`src/tgc_pkg.sv`:
```
// Package: shared constants, types and font tables of the glyph column generator.
package tgc_pkg;

  localparam int unsigned DISPLAY_WIDTH = 128;
  localparam int unsigned PAGE_COUNT    = 8;

  localparam int unsigned CODE_W  = 8;
  localparam int unsigned ROW_W   = 8;
  localparam int unsigned COL_W   = 8;
  localparam int unsigned PAGE_W  = 3;
  localparam int unsigned ADDR_W  = 7;
  localparam int unsigned BYTE_W  = 8;

  localparam int unsigned FONT_SIZE   = 44;
  localparam int unsigned IDX_W       = $clog2(FONT_SIZE);
  localparam int unsigned QMARK_INDEX = 17;
  localparam int unsigned GLYPH_COLS  = 5;
  localparam int unsigned LARGE_COLS  = 7;
  localparam int unsigned SMALL_CELL  = 6;
  localparam int unsigned LARGE_CELL  = 8;
  localparam int unsigned CASE_SHIFT  = 32;

  // Write counter: sixteen writes for a large cell, six for a small one.
  localparam int unsigned CNT_W       = 4;
  localparam logic [CNT_W-1:0] SMALL_LAST = CNT_W'(SMALL_CELL - 1);
  localparam logic [CNT_W-1:0] LARGE_LAST = CNT_W'(2 * LARGE_CELL - 1);

  // Range checks use one bit more than a column so the sum cannot wrap.
  localparam int unsigned SUM_W = COL_W + 1;

  typedef logic [0:GLYPH_COLS-1][BYTE_W-1:0] glyph_t;

  // Font index of a character already folded to upper case.
  function automatic logic [IDX_W-1:0] font_index(input logic [CODE_W-1:0] code);
    logic [IDX_W-1:0] idx;
    idx = IDX_W'(QMARK_INDEX);
    if (code >= 8'h30 && code <= 8'h39) begin
      idx = IDX_W'(code - 8'h30 + 8'd6);
    end else if (code >= 8'h41 && code <= 8'h5A) begin
      idx = IDX_W'(code - 8'h41 + 8'd18);
    end else begin
      case (code)
        8'h20:   idx = IDX_W'(0);
        8'h28:   idx = IDX_W'(1);
        8'h29:   idx = IDX_W'(2);
        8'h2D:   idx = IDX_W'(3);
        8'h2E:   idx = IDX_W'(4);
        8'h2F:   idx = IDX_W'(5);
        8'h3A:   idx = IDX_W'(16);
        default: idx = IDX_W'(QMARK_INDEX);
      endcase
    end
    return idx;
  endfunction

  // Five columns of a 5x7 glyph, bit 0 is the top pixel.
  function automatic glyph_t glyph_bits(input logic [IDX_W-1:0] idx);
    glyph_t g;
    unique case (idx)
      6'd0:    g = {8'h00, 8'h00, 8'h00, 8'h00, 8'h00};
      6'd1:    g = {8'h00, 8'h1C, 8'h22, 8'h41, 8'h00};
      6'd2:    g = {8'h00, 8'h41, 8'h22, 8'h1C, 8'h00};
      6'd3:    g = {8'h08, 8'h08, 8'h08, 8'h08, 8'h08};
      6'd4:    g = {8'h00, 8'h60, 8'h60, 8'h00, 8'h00};
      6'd5:    g = {8'h20, 8'h10, 8'h08, 8'h04, 8'h02};
      6'd6:    g = {8'h3E, 8'h51, 8'h49, 8'h45, 8'h3E};
      6'd7:    g = {8'h00, 8'h42, 8'h7F, 8'h40, 8'h00};
      6'd8:    g = {8'h42, 8'h61, 8'h51, 8'h49, 8'h46};
      6'd9:    g = {8'h21, 8'h41, 8'h45, 8'h4B, 8'h31};
      6'd10:   g = {8'h18, 8'h14, 8'h12, 8'h7F, 8'h10};
      6'd11:   g = {8'h27, 8'h45, 8'h45, 8'h45, 8'h39};
      6'd12:   g = {8'h3C, 8'h4A, 8'h49, 8'h49, 8'h30};
      6'd13:   g = {8'h01, 8'h71, 8'h09, 8'h05, 8'h03};
      6'd14:   g = {8'h36, 8'h49, 8'h49, 8'h49, 8'h36};
      6'd15:   g = {8'h06, 8'h49, 8'h49, 8'h29, 8'h1E};
      6'd16:   g = {8'h00, 8'h36, 8'h36, 8'h00, 8'h00};
      6'd17:   g = {8'h02, 8'h01, 8'h51, 8'h09, 8'h06};
      6'd18:   g = {8'h7E, 8'h11, 8'h11, 8'h11, 8'h7E};
      6'd19:   g = {8'h7F, 8'h49, 8'h49, 8'h49, 8'h36};
      6'd20:   g = {8'h3E, 8'h41, 8'h41, 8'h41, 8'h22};
      6'd21:   g = {8'h7F, 8'h41, 8'h41, 8'h22, 8'h1C};
      6'd22:   g = {8'h7F, 8'h49, 8'h49, 8'h49, 8'h41};
      6'd23:   g = {8'h7F, 8'h09, 8'h09, 8'h09, 8'h01};
      6'd24:   g = {8'h3E, 8'h41, 8'h49, 8'h49, 8'h7A};
      6'd25:   g = {8'h7F, 8'h08, 8'h08, 8'h08, 8'h7F};
      6'd26:   g = {8'h00, 8'h41, 8'h7F, 8'h41, 8'h00};
      6'd27:   g = {8'h20, 8'h40, 8'h41, 8'h3F, 8'h01};
      6'd28:   g = {8'h7F, 8'h08, 8'h14, 8'h22, 8'h41};
      6'd29:   g = {8'h7F, 8'h40, 8'h40, 8'h40, 8'h40};
      6'd30:   g = {8'h7F, 8'h02, 8'h0C, 8'h02, 8'h7F};
      6'd31:   g = {8'h7F, 8'h04, 8'h08, 8'h10, 8'h7F};
      6'd32:   g = {8'h3E, 8'h41, 8'h41, 8'h41, 8'h3E};
      6'd33:   g = {8'h7F, 8'h09, 8'h09, 8'h09, 8'h06};
      6'd34:   g = {8'h3E, 8'h41, 8'h51, 8'h21, 8'h5E};
      6'd35:   g = {8'h7F, 8'h09, 8'h19, 8'h29, 8'h46};
      6'd36:   g = {8'h46, 8'h49, 8'h49, 8'h49, 8'h31};
      6'd37:   g = {8'h01, 8'h01, 8'h7F, 8'h01, 8'h01};
      6'd38:   g = {8'h3F, 8'h40, 8'h40, 8'h40, 8'h3F};
      6'd39:   g = {8'h1F, 8'h20, 8'h40, 8'h20, 8'h1F};
      6'd40:   g = {8'h3F, 8'h40, 8'h38, 8'h40, 8'h3F};
      6'd41:   g = {8'h63, 8'h14, 8'h08, 8'h14, 8'h63};
      6'd42:   g = {8'h07, 8'h08, 8'h70, 8'h08, 8'h07};
      6'd43:   g = {8'h61, 8'h51, 8'h49, 8'h45, 8'h43};
      default: g = {8'h02, 8'h01, 8'h51, 8'h09, 8'h06};
    endcase
    return g;
  endfunction

  // Source glyph column of large column i, that is i*5/7.
  function automatic logic [2:0] large_src_col(input logic [2:0] i);
    logic [2:0] s;
    unique case (i)
      3'd0, 3'd1: s = 3'd0;
      3'd2:       s = 3'd1;
      3'd3, 3'd4: s = 3'd2;
      3'd5:       s = 3'd3;
      default:    s = 3'd4;
    endcase
    return s;
  endfunction

  // Doubles pixel r onto pixels 2r+1 and 2r+2; top and bottom stay blank.
  function automatic logic [2*BYTE_W-1:0] stretch_column(input logic [BYTE_W-1:0] bits);
    logic [2*BYTE_W-1:0] acc;
    acc = '0;
    for (int r = 0; r < 7; r++) begin
      acc[2*r+1] = bits[r];
      acc[2*r+2] = bits[r];
    end
    return acc;
  endfunction

endpackage

```
`src/tgc_in_if.sv`:
```
// Interface: character input channel with valid/ready handshake.
interface tgc_in_if;
  logic                         valid;
  logic                         ready;
  logic [tgc_pkg::CODE_W-1:0]   char_code;
  logic [tgc_pkg::ROW_W-1:0]    text_row;
  logic [tgc_pkg::COL_W-1:0]    start_col;
  logic                         large_mode;
  logic                         invert;

  modport source (output valid, char_code, text_row, start_col, large_mode, invert,
                  input ready);
  modport sink   (input valid, char_code, text_row, start_col, large_mode, invert,
                  output ready);
endinterface

```
`src/tgc_out_if.sv`:
```
// Interface: framebuffer byte write channel with valid/ready handshake.
interface tgc_out_if;
  logic                         valid;
  logic                         ready;
  logic [tgc_pkg::PAGE_W-1:0]   page_addr;
  logic [tgc_pkg::ADDR_W-1:0]   col_addr;
  logic [tgc_pkg::BYTE_W-1:0]   pixel_byte;
  logic                         last_write;

  modport source (output valid, page_addr, col_addr, pixel_byte, last_write,
                  input ready);
  modport sink   (input valid, page_addr, col_addr, pixel_byte, last_write,
                  output ready);
endinterface

```
`src/text_glyph_column_generator_core.sv`:
```
// Top level: character to framebuffer byte write generator with a 5x7 font.
//
//   Channel  Direction  Word                                      Handshake
//   in_i     sink       char_code, text_row, start_col, large,    valid/ready
//                       invert
//   out_o    source     page_addr, col_addr, pixel_byte,          valid/ready
//                       last_write
//
// A character passes three register stages (check and case fold, font index,
// glyph columns) and then sits in the write sequencer, which emits one byte
// write per cycle into the output register while the output is not stalled:
// six writes for a small cell, sixteen for a large one. Characters that are
// out of range are accepted and dropped in the first stage. Reset clears every
// valid bit; payload registers are not reset. Each stage advances only when
// the one after it is free or is emptying, so a stall on the output holds all
// stages in place and nothing is lost.
module text_glyph_column_generator_core (
  input  logic      clk_i,
  input  logic      rst_ni,
  tgc_in_if.sink    in_i,
  tgc_out_if.source out_o
);

  // Stage 1: range check and case fold.
  logic                           s1_valid_q;
  logic [tgc_pkg::CODE_W-1:0]     s1_code_q;
  logic [tgc_pkg::ROW_W-1:0]      s1_row_q;
  logic [tgc_pkg::COL_W-1:0]      s1_col_q;
  logic                           s1_large_q;
  logic                           s1_inv_q;

  // Stage 2: font index.
  logic                           s2_valid_q;
  logic [tgc_pkg::IDX_W-1:0]      s2_idx_q;
  logic [tgc_pkg::ROW_W-1:0]      s2_row_q;
  logic [tgc_pkg::COL_W-1:0]      s2_col_q;
  logic                           s2_large_q;
  logic                           s2_inv_q;

  // Stage 3: glyph columns.
  logic                           s3_valid_q;
  tgc_pkg::glyph_t                s3_glyph_q;
  logic [tgc_pkg::ROW_W-1:0]      s3_row_q;
  logic [tgc_pkg::COL_W-1:0]      s3_col_q;
  logic                           s3_large_q;
  logic                           s3_inv_q;

  // Stage 4: write sequencer holding the character being drawn.
  logic                           s4_valid_q;
  tgc_pkg::glyph_t                s4_glyph_q;
  logic [tgc_pkg::ROW_W-1:0]      s4_row_q;
  logic [tgc_pkg::COL_W-1:0]      s4_col_q;
  logic                           s4_large_q;
  logic                           s4_inv_q;
  logic [tgc_pkg::CNT_W-1:0]      cnt_q, cnt_d;

  // Output register.
  logic                           out_valid_q;
  logic [tgc_pkg::PAGE_W-1:0]     out_page_q;
  logic [tgc_pkg::ADDR_W-1:0]     out_col_q;
  logic [tgc_pkg::BYTE_W-1:0]     out_byte_q;
  logic                           out_last_q;

  // Flow control: a stage may load when it is empty or is handing on its word.
  logic out_free, emit, emit_last;
  logic s4_load, s3_load, s2_load, s1_load;
  logic s4_free, s3_free, s2_free, s1_free;

  assign out_free = !out_valid_q || out_o.ready;
  assign emit     = s4_valid_q && out_free;
  assign s4_free  = !s4_valid_q || (emit && emit_last);
  assign s3_free  = !s3_valid_q || s4_free;
  assign s2_free  = !s2_valid_q || s3_free;
  assign s1_free  = !s1_valid_q || s2_free;

  assign s4_load  = s4_free;
  assign s3_load  = s3_free;
  assign s2_load  = s2_free;
  assign s1_load  = s1_free;

  assign in_i.ready = s1_free;

  // Input check: row in range and the whole cell inside the display.
  logic                         in_fire, in_ok;
  logic [tgc_pkg::SUM_W-1:0]    in_end;
  logic [tgc_pkg::CODE_W-1:0]   in_fold;

  always_comb begin
    in_fire = in_i.valid && in_i.ready;
    if (in_i.large_mode) begin
      in_end = {1'b0, in_i.start_col} + tgc_pkg::SUM_W'(tgc_pkg::LARGE_CELL);
      in_ok  = (in_i.text_row < tgc_pkg::ROW_W'(tgc_pkg::PAGE_COUNT / 2)) &&
               (in_end <= tgc_pkg::SUM_W'(tgc_pkg::DISPLAY_WIDTH));
    end else begin
      in_end = {1'b0, in_i.start_col} + tgc_pkg::SUM_W'(tgc_pkg::SMALL_CELL);
      in_ok  = (in_i.text_row < tgc_pkg::ROW_W'(tgc_pkg::PAGE_COUNT)) &&
               (in_end <= tgc_pkg::SUM_W'(tgc_pkg::DISPLAY_WIDTH));
    end
    // Lower case letters share the upper case glyphs.
    if (in_i.char_code >= 8'h61 && in_i.char_code <= 8'h7A) begin
      in_fold = in_i.char_code - tgc_pkg::CODE_W'(tgc_pkg::CASE_SHIFT);
    end else begin
      in_fold = in_i.char_code;
    end
  end

  always_ff @(posedge clk_i or negedge rst_ni) begin
    if (!rst_ni) begin
      s1_valid_q <= 1'b0;
      s2_valid_q <= 1'b0;
      s3_valid_q <= 1'b0;
      s4_valid_q <= 1'b0;
    end else begin
      if (s1_load) s1_valid_q <= in_fire && in_ok;
      if (s2_load) s2_valid_q <= s1_valid_q;
      if (s3_load) s3_valid_q <= s2_valid_q;
      if (s4_load) s4_valid_q <= s3_valid_q;
    end
  end

  always_ff @(posedge clk_i) begin
    if (s1_load) begin
      s1_code_q  <= in_fold;
      s1_row_q   <= in_i.text_row;
      s1_col_q   <= in_i.start_col;
      s1_large_q <= in_i.large_mode;
      s1_inv_q   <= in_i.invert;
    end
    if (s2_load) begin
      s2_idx_q   <= tgc_pkg::font_index(s1_code_q);
      s2_row_q   <= s1_row_q;
      s2_col_q   <= s1_col_q;
      s2_large_q <= s1_large_q;
      s2_inv_q   <= s1_inv_q;
    end
    if (s3_load) begin
      s3_glyph_q <= tgc_pkg::glyph_bits(s2_idx_q);
      s3_row_q   <= s2_row_q;
      s3_col_q   <= s2_col_q;
      s3_large_q <= s2_large_q;
      s3_inv_q   <= s2_inv_q;
    end
    if (s4_load) begin
      s4_glyph_q <= s3_glyph_q;
      s4_row_q   <= s3_row_q;
      s4_col_q   <= s3_col_q;
      s4_large_q <= s3_large_q;
      s4_inv_q   <= s3_inv_q;
    end
  end

  // Write sequencer. In large mode the counter's low bit picks the upper or
  // lower page and the rest picks the column; column seven is the spacing.
  logic [2:0]                     col_ofs;
  logic                           half;
  logic [2*tgc_pkg::BYTE_W-1:0]   tall;
  logic [tgc_pkg::BYTE_W-1:0]     inv_mask, wr_byte;
  logic [tgc_pkg::SUM_W-1:0]      wr_col, wr_page;

  always_comb begin
    inv_mask = s4_inv_q ? '1 : '0;
    half     = cnt_q[0];
    tall     = '0;
    if (s4_large_q) begin
      col_ofs   = cnt_q[3:1];
      emit_last = (cnt_q == tgc_pkg::LARGE_LAST);
      wr_page   = {s4_row_q, 1'b0} + tgc_pkg::SUM_W'(half);
      if (col_ofs == 3'(tgc_pkg::LARGE_COLS)) begin
        wr_byte = inv_mask;
      end else begin
        tall    = tgc_pkg::stretch_column(s4_glyph_q[tgc_pkg::large_src_col(col_ofs)]);
        wr_byte = (half ? tall[2*tgc_pkg::BYTE_W-1:tgc_pkg::BYTE_W]
                        : tall[tgc_pkg::BYTE_W-1:0]) ^ inv_mask;
      end
    end else begin
      col_ofs   = cnt_q[2:0];
      emit_last = (cnt_q == tgc_pkg::SMALL_LAST);
      wr_page   = {1'b0, s4_row_q};
      if (col_ofs >= 3'(tgc_pkg::GLYPH_COLS)) begin
        wr_byte = inv_mask;
      end else begin
        wr_byte = s4_glyph_q[col_ofs] ^ inv_mask;
      end
    end
    wr_col = {1'b0, s4_col_q} + tgc_pkg::SUM_W'(col_ofs);

    cnt_d = cnt_q;
    if (emit) begin
      cnt_d = emit_last ? '0 : cnt_q + tgc_pkg::CNT_W'(1);
    end
  end

  always_ff @(posedge clk_i or negedge rst_ni) begin
    if (!rst_ni) begin
      cnt_q       <= '0;
      out_valid_q <= 1'b0;
    end else begin
      cnt_q <= cnt_d;
      if (out_free) out_valid_q <= emit;
    end
  end

  always_ff @(posedge clk_i) begin
    if (emit) begin
      out_page_q <= wr_page[tgc_pkg::PAGE_W-1:0];
      out_col_q  <= wr_col[tgc_pkg::ADDR_W-1:0];
      out_byte_q <= wr_byte;
      out_last_q <= emit_last;
    end
  end

  assign out_o.valid      = out_valid_q;
  assign out_o.page_addr  = out_page_q;
  assign out_o.col_addr   = out_col_q;
  assign out_o.pixel_byte = out_byte_q;
  assign out_o.last_write = out_last_q;

  // The counter never passes the last write of a small cell.
  assert property (@(posedge clk_i) disable iff (!rst_ni)
    s4_valid_q && !s4_large_q |-> cnt_q <= tgc_pkg::SMALL_LAST)
    else $error("small cell write counter overran");

  // The final write of every character is a spacing byte.
  assert property (@(posedge clk_i) disable iff (!rst_ni)
    out_o.valid && out_o.last_write |-> out_o.pixel_byte == 8'h00 || out_o.pixel_byte == 8'hFF)
    else $error("last write is not a spacing byte");

  // The counter only leaves zero while a character is being drawn.
  assert property (@(posedge clk_i) disable iff (!rst_ni)
    !s4_valid_q |-> cnt_q == '0)
    else $error("write counter busy without a character");

  // A write taken while the sequencer is idle leaves the output empty next.
  assert property (@(posedge clk_i) disable iff (!rst_ni)
    out_o.valid && out_o.ready && !s4_valid_q |=> !out_o.valid)
    else $error("output word appeared without a source");

endmodule
```
`src/flat_wrapper.sv`:
```
// flat-port wrapper written by rule: the top's interface ports become plain ports
module text_glyph_column_generator_core_flat 
  (clk_i, rst_ni, in_i_valid, in_i_char_code, in_i_text_row, in_i_start_col, in_i_large_mode, in_i_invert, in_i_ready, out_o_valid, out_o_page_addr, out_o_col_addr, out_o_pixel_byte, out_o_last_write, out_o_ready);
  tgc_in_if in_i_i ();
  tgc_out_if out_o_i ();
  input  logic clk_i;
  input  logic rst_ni;
  input wire logic [$bits(in_i_i.valid)-1:0] in_i_valid;
  input wire logic [$bits(in_i_i.char_code)-1:0] in_i_char_code;
  input wire logic [$bits(in_i_i.text_row)-1:0] in_i_text_row;
  input wire logic [$bits(in_i_i.start_col)-1:0] in_i_start_col;
  input wire logic [$bits(in_i_i.large_mode)-1:0] in_i_large_mode;
  input wire logic [$bits(in_i_i.invert)-1:0] in_i_invert;
  output wire logic [$bits(in_i_i.ready)-1:0] in_i_ready;
  output wire logic [$bits(out_o_i.valid)-1:0] out_o_valid;
  output wire logic [$bits(out_o_i.page_addr)-1:0] out_o_page_addr;
  output wire logic [$bits(out_o_i.col_addr)-1:0] out_o_col_addr;
  output wire logic [$bits(out_o_i.pixel_byte)-1:0] out_o_pixel_byte;
  output wire logic [$bits(out_o_i.last_write)-1:0] out_o_last_write;
  input wire logic [$bits(out_o_i.ready)-1:0] out_o_ready;
  assign in_i_i.valid = in_i_valid;
  assign in_i_i.char_code = in_i_char_code;
  assign in_i_i.text_row = in_i_text_row;
  assign in_i_i.start_col = in_i_start_col;
  assign in_i_i.large_mode = in_i_large_mode;
  assign in_i_i.invert = in_i_invert;
  assign in_i_ready = in_i_i.ready;
  assign out_o_valid = out_o_i.valid;
  assign out_o_page_addr = out_o_i.page_addr;
  assign out_o_col_addr = out_o_i.col_addr;
  assign out_o_pixel_byte = out_o_i.pixel_byte;
  assign out_o_last_write = out_o_i.last_write;
  assign out_o_i.ready = out_o_ready;
  text_glyph_column_generator_core u_core (.clk_i(clk_i), .rst_ni(rst_ni), .in_i(in_i_i), .out_o(out_o_i));
endmodule
```
`config.mk`:
```
export PLATFORM = sky130hd
export DESIGN_NAME = text_glyph_column_generator_core_flat
export DESIGN_NICKNAME = d
export VERILOG_FILES = /design/src/tgc_pkg.sv /design/src/tgc_in_if.sv /design/src/tgc_out_if.sv /design/src/text_glyph_column_generator_core.sv /design/src/flat_wrapper.sv
export SDC_FILE = /design/constraint.sdc
export NUM_CORES = 1
export LEC_CHECK = 0
export BUFFER_PORTS_ARGS = -buffer_cell sky130_fd_sc_hd__clkbuf_2
export CORE_MARGIN = 5
export CORE_UTILIZATION = 55
export DETAILED_ROUTE_END_ITERATION = 10
export PLACE_DENSITY = 0.73
export RECOVER_POWER = 25
export SYNTH_ARGS = -nofsm -noshare
export SYNTH_HDL_FRONTEND = slang
export SYNTH_SLANG_ARGS = --single-unit
```
`constraint.sdc`:
```
create_clock -name clk_i -period 3.7 [get_ports clk_i]
set_input_delay 0.555 -clock clk_i [delete_from_list [all_inputs] [get_ports clk_i]]
set_output_delay 0.555 -clock clk_i [all_outputs]
set_load 0.1 [all_outputs]
```
==> reports/results.txt <==
The run finished with clean final reports. The congestion estimate from routability-driven global placement came to 0.9759. At the later pin of the worst-skew pair, clock insertion delay measures 0.42 ns.

The number of setup buffers added after CTS is 0. The final routed DRC violation total was 0. IR analysis of the VDD net gives a maximum drop of 500.2 uV. For this design the ratio of total power to cell area is 722.4 mW/mm^2. The number of maximum-capacitance constraint violations is 0, and the final wirelength is 19.56 mm.

The total standard cell area after synthesis was 0.008795 mm^2; the share of final-layout standard cells stronger than drive strength 1 was 11.10%. The number of pins with negative max-slew slack in the final report was 0. Detailed placement ended at an HPWL of 13.83 mm. The final worst slack was 0.4461 ns. Clock tree synthesis found a total of 160 sinks. The minimum setup slack after placement was 0.9228 ns.

The tightest min-delay check is of the in2reg type. The path type of the worst setup path is reg2out. The final cycle utilization of the critical path was 87.94%; the post-detailed-route wirelength per cell was 18.10 um.

After the first detailed-routing iteration, the DRC count stood at 1156. At the pin with the least slew margin, the transition time is 0.9133 ns. The routed design could run at a clock period as short as 3.254 ns. The total via count after detailed routing is 6622. The number of global-route vias before repair is 6162, and the count of input and output buffers is 50.

The highest layer touched by signal routing is met4. The first TritonRoute pass finished after 6 iterations. The H-tree was split into 4 levels. For this design the static power due to leakage is 3.719 nW. The overall routing resource usage came out at 21.60%. The placeable core region was 0.01577 mm^2; the area added between synthesis and finish was 10.77%. The number of endpoints failing setup at the final stage was 0; the antenna violation net count after detailed routing was 0.

The run gives 39.11% as the normalized max-slew margin. TritonCTS built the clock tree. The die is 136.5 um tall. After synthesis the netlist holds a flip-flop and latch count of 160.

For the final routed database, the setup TNS stands at 0 ns. CTS placed an instance of sky130_fd_sc_hd__clkbuf_16 at the clock tree root. The die is 136.5 um wide.

The final layout contains 918 nets. The tools report the sort of element at the end of the critical path as an output port. Clock-pin slew was measured on the worst setup and hold paths at 0.06 ns. After detailed routing, the met2 layer carries 9.366 mm of wire. For the final database, setup skew stands at 0.01447 ns. Counting the buffers created by CTS gives 17. STA classifies the critical path startpoint as a flip-flop.

Counting flops with an async set or reset pin after synthesis yields a share of 5.625%. The run gives 2.70 ns as the data arrival time of the critical path. The first global-routing pass estimated 31.62 mm of wire.

The logs give 0 for the hold violation total from the final report and 0 for the antenna diode instance count. Number of distinct library cells after synthesis: 70. The number of rows in the core area is 46. For the initial cell density of the core, the log shows 55.77%. In the routed layout, each cell is associated on average with a via count of 6.126. After technology mapping, the gate count stands at 824.

The run gives 3.14 ns as the worst endpoint required time. For this run, the register share of the synthesized area comes to 54.12%. Synthesis produced a netlist with a net count of 890. The deepest clock path buffer count is 2, and the sum of routed wire segments on met1 is 8.151 mm. The total congestion overflow after global routing is 0. For the number of warnings printed during yosys synthesis, the log shows 0.

For this run, the top clock speed supported by timing is 307.3 MHz. Setup repair after global routing left no endpoint under its margin. The die outline area was 0.01862 mm^2.

The count of pins on the block boundary is 51, and the maximum number of pins on one net before global-route repair is 62. Number of antenna violations at the first check in global routing: 0. In this run the worst path has a maximum fanout of 31. In the detailed route, the total length drawn on met3 is 1.500 mm.

The most used flip-flop cell after synthesis is sky130_fd_sc_hd__edfxtp_1. The synthesized design contains 151 enable-type register cells. The average footprint of a synthesized cell came out at 10.67 um^2.
kinds of logic (layout without fill, tap and decap cells):
kind of cell    count (synthesis)  in the layout  share of synthesized area [%]
simple gates                  230            230                          12.31
mux                            28             28                          3.286
fa+ha+maj                      36             36                          5.207
compound gates                265            265                          18.95
xor+xnor                       19             19                          1.892
buf+inv                        86            127                          4.240
flops                         160            160                          54.12
cell usage after synthesis, drive strengths merged, types with 4 or more instances:
library cell,n,area share [%]
edfxtp,151,52
nand2,77,3.3
a21oi,76,4.4
o21ai,71,4.0
nor2,62,2.6
ha,35,5.0
buf,31,1.9
clkbuf,27,1.2
inv,27,1.2
mux2i,21,2.4
a31oi,18,1.3
nand2b,18,1.3
nand3,17,0.97
o22ai,13,0.92
nor2b,12,0.85
a211oi,10,1.0
xnor2,10,1.0
dfrtp,9,2.6
nor3,9,0.51
o211ai,9,0.77
xor2,9,0.90
o31ai,8,0.68
a221oi,7,0.70
mux2,7,0.90
a21o,6,0.51
or3,5,0.36
a22oi,4,0.34
and2,4,0.28
nand3b,4,0.34
nor4,4,0.28
o21a,4,0.34
o221ai,4,0.40
o22a,4,0.40
o31a,4,0.40
or2,4,0.28
through the flow:
stage,utilization [%],hold slack [ns],instances,power [mW],area (um^2)
6_report,61.77,0.3345,1081,7.038,9742
5_1_grt,61.77,0.3095,1081,7.389,9742
4_1_cts,61.89,0.3126,1081,7.048,9761
3_5_place_dp,58.24,0.4045,1048,5.388,9185
3_3_place_gp,58.24,0.4065,1048,5.334,9185
2_1_floorplan,-,0.2594,824,4.895,8795
sequential cells by signal, indices dropped and copies added (netlist names), 4 cells and up:
name                     count
u_core.out_o.pixel_byte      8
u_core.s4_col_q              7
u_core.s1_col_q              7
u_core.s1_code_q             8
u_core.s4_glyph_q           35
u_core.s3_glyph_q           35
u_core.out_o.col_addr        7
u_core.s2_col_q              7
u_core.s3_col_q              7
u_core.cnt_q                 4
u_core.s2_idx_q              6
worst paths after layout:
kind | startpoint | to | slack (ns) | cells after the start
max in group asynchronous | rst_ni | u_core.s4_valid_q | 2.96 | 2
min | in_i_start_col[0] | u_core.s1_col_q[0] | 0.33 | 1
min in group asynchronous | rst_ni | u_core.cnt_q[1] | 0.53 | 2
min reg2reg | u_core.s3_col_q[2] | u_core.s4_col_q[2] | 0.41 | 0
max | u_core.cnt_q[3] | in_i_ready | 0.45 | 7
max reg2reg | u_core.cnt_q[3] | u_core.s2_large_q | 0.90 | 6
cells in the final DEF (no fill, tap or decap), types with 10 or more instances in the layout:
cell,Yosys,routed
sky130_fd_sc_hd__a21oi_1,75,75
sky130_fd_sc_hd__a31oi_1,18,18
sky130_fd_sc_hd__buf_4,3,16
sky130_fd_sc_hd__clkbuf_1,27,17
sky130_fd_sc_hd__clkbuf_16,0,17
sky130_fd_sc_hd__clkbuf_2,0,34
sky130_fd_sc_hd__edfxtp_1,151,151
sky130_fd_sc_hd__ha_1,35,35
sky130_fd_sc_hd__inv_1,27,27
sky130_fd_sc_hd__mux2i_1,21,21
sky130_fd_sc_hd__nand2_1,77,76
sky130_fd_sc_hd__nand2b_1,18,18
sky130_fd_sc_hd__nand3_1,17,17
sky130_fd_sc_hd__nor2_1,62,62
sky130_fd_sc_hd__nor2b_1,12,12
sky130_fd_sc_hd__o21ai_0,70,70
sky130_fd_sc_hd__o22ai_1,13,13
sky130_fd_sc_hd__xnor2_1,10,10
power breakdown:
group | leakage [nW] | switching [mW] | internal (mW) | total, mW
logic | 1.74 | 1.77 | 0.727 | 2.49
registers | 1.71 | 0.309 | 2.58 | 2.89
clock network | 0.269 | 0.712 | 0.943 | 1.65
total | 3.72 | 2.79 | 4.25 | 7.04
repair_timing:
| action | 4_1_cts | 5_1_grt |
|---|---|---|
| gates resized for setup | 0 | 0 |
| hold buffers | 1 | 0 |
| hold endpoints to repair | 9 | 0 |
layout make-up:
cell class	count	area, um^2
Clock buffer	19	432.9
Multi-Input combinational cell	578	3665
Sequential cell	160	4760
Clock inverter	13	132.6
Fill cell	1262	6028
Timing Repair Buffer	67	376.6
Inverter	28	105.1
Tap cell	216	270.3
critical path: stages (launching register included):
cell and delay (ns):
sky130_fd_sc_hd__dfrtp_1 0.71, sky130_fd_sc_hd__or3_1 0.48, sky130_fd_sc_hd__a21oi_2 0.22, sky130_fd_sc_hd__nand2_1 0.08, sky130_fd_sc_hd__and2_1 0.20, sky130_fd_sc_hd__and3_1 0.24, sky130_fd_sc_hd__nand2_1 0.15, sky130_fd_sc_hd__buf_12 0.19
metal layers:
metal | up-vias | track usage, %
li1 | 3141 | -
met1 | 3069 | 28.88
met2 | 360 | 34.53
met3 | 52 | 5.218
met4 | 0 | 7.671
met5 | - | 0
No activity file was read; power rests on OpenSTA's default activity.
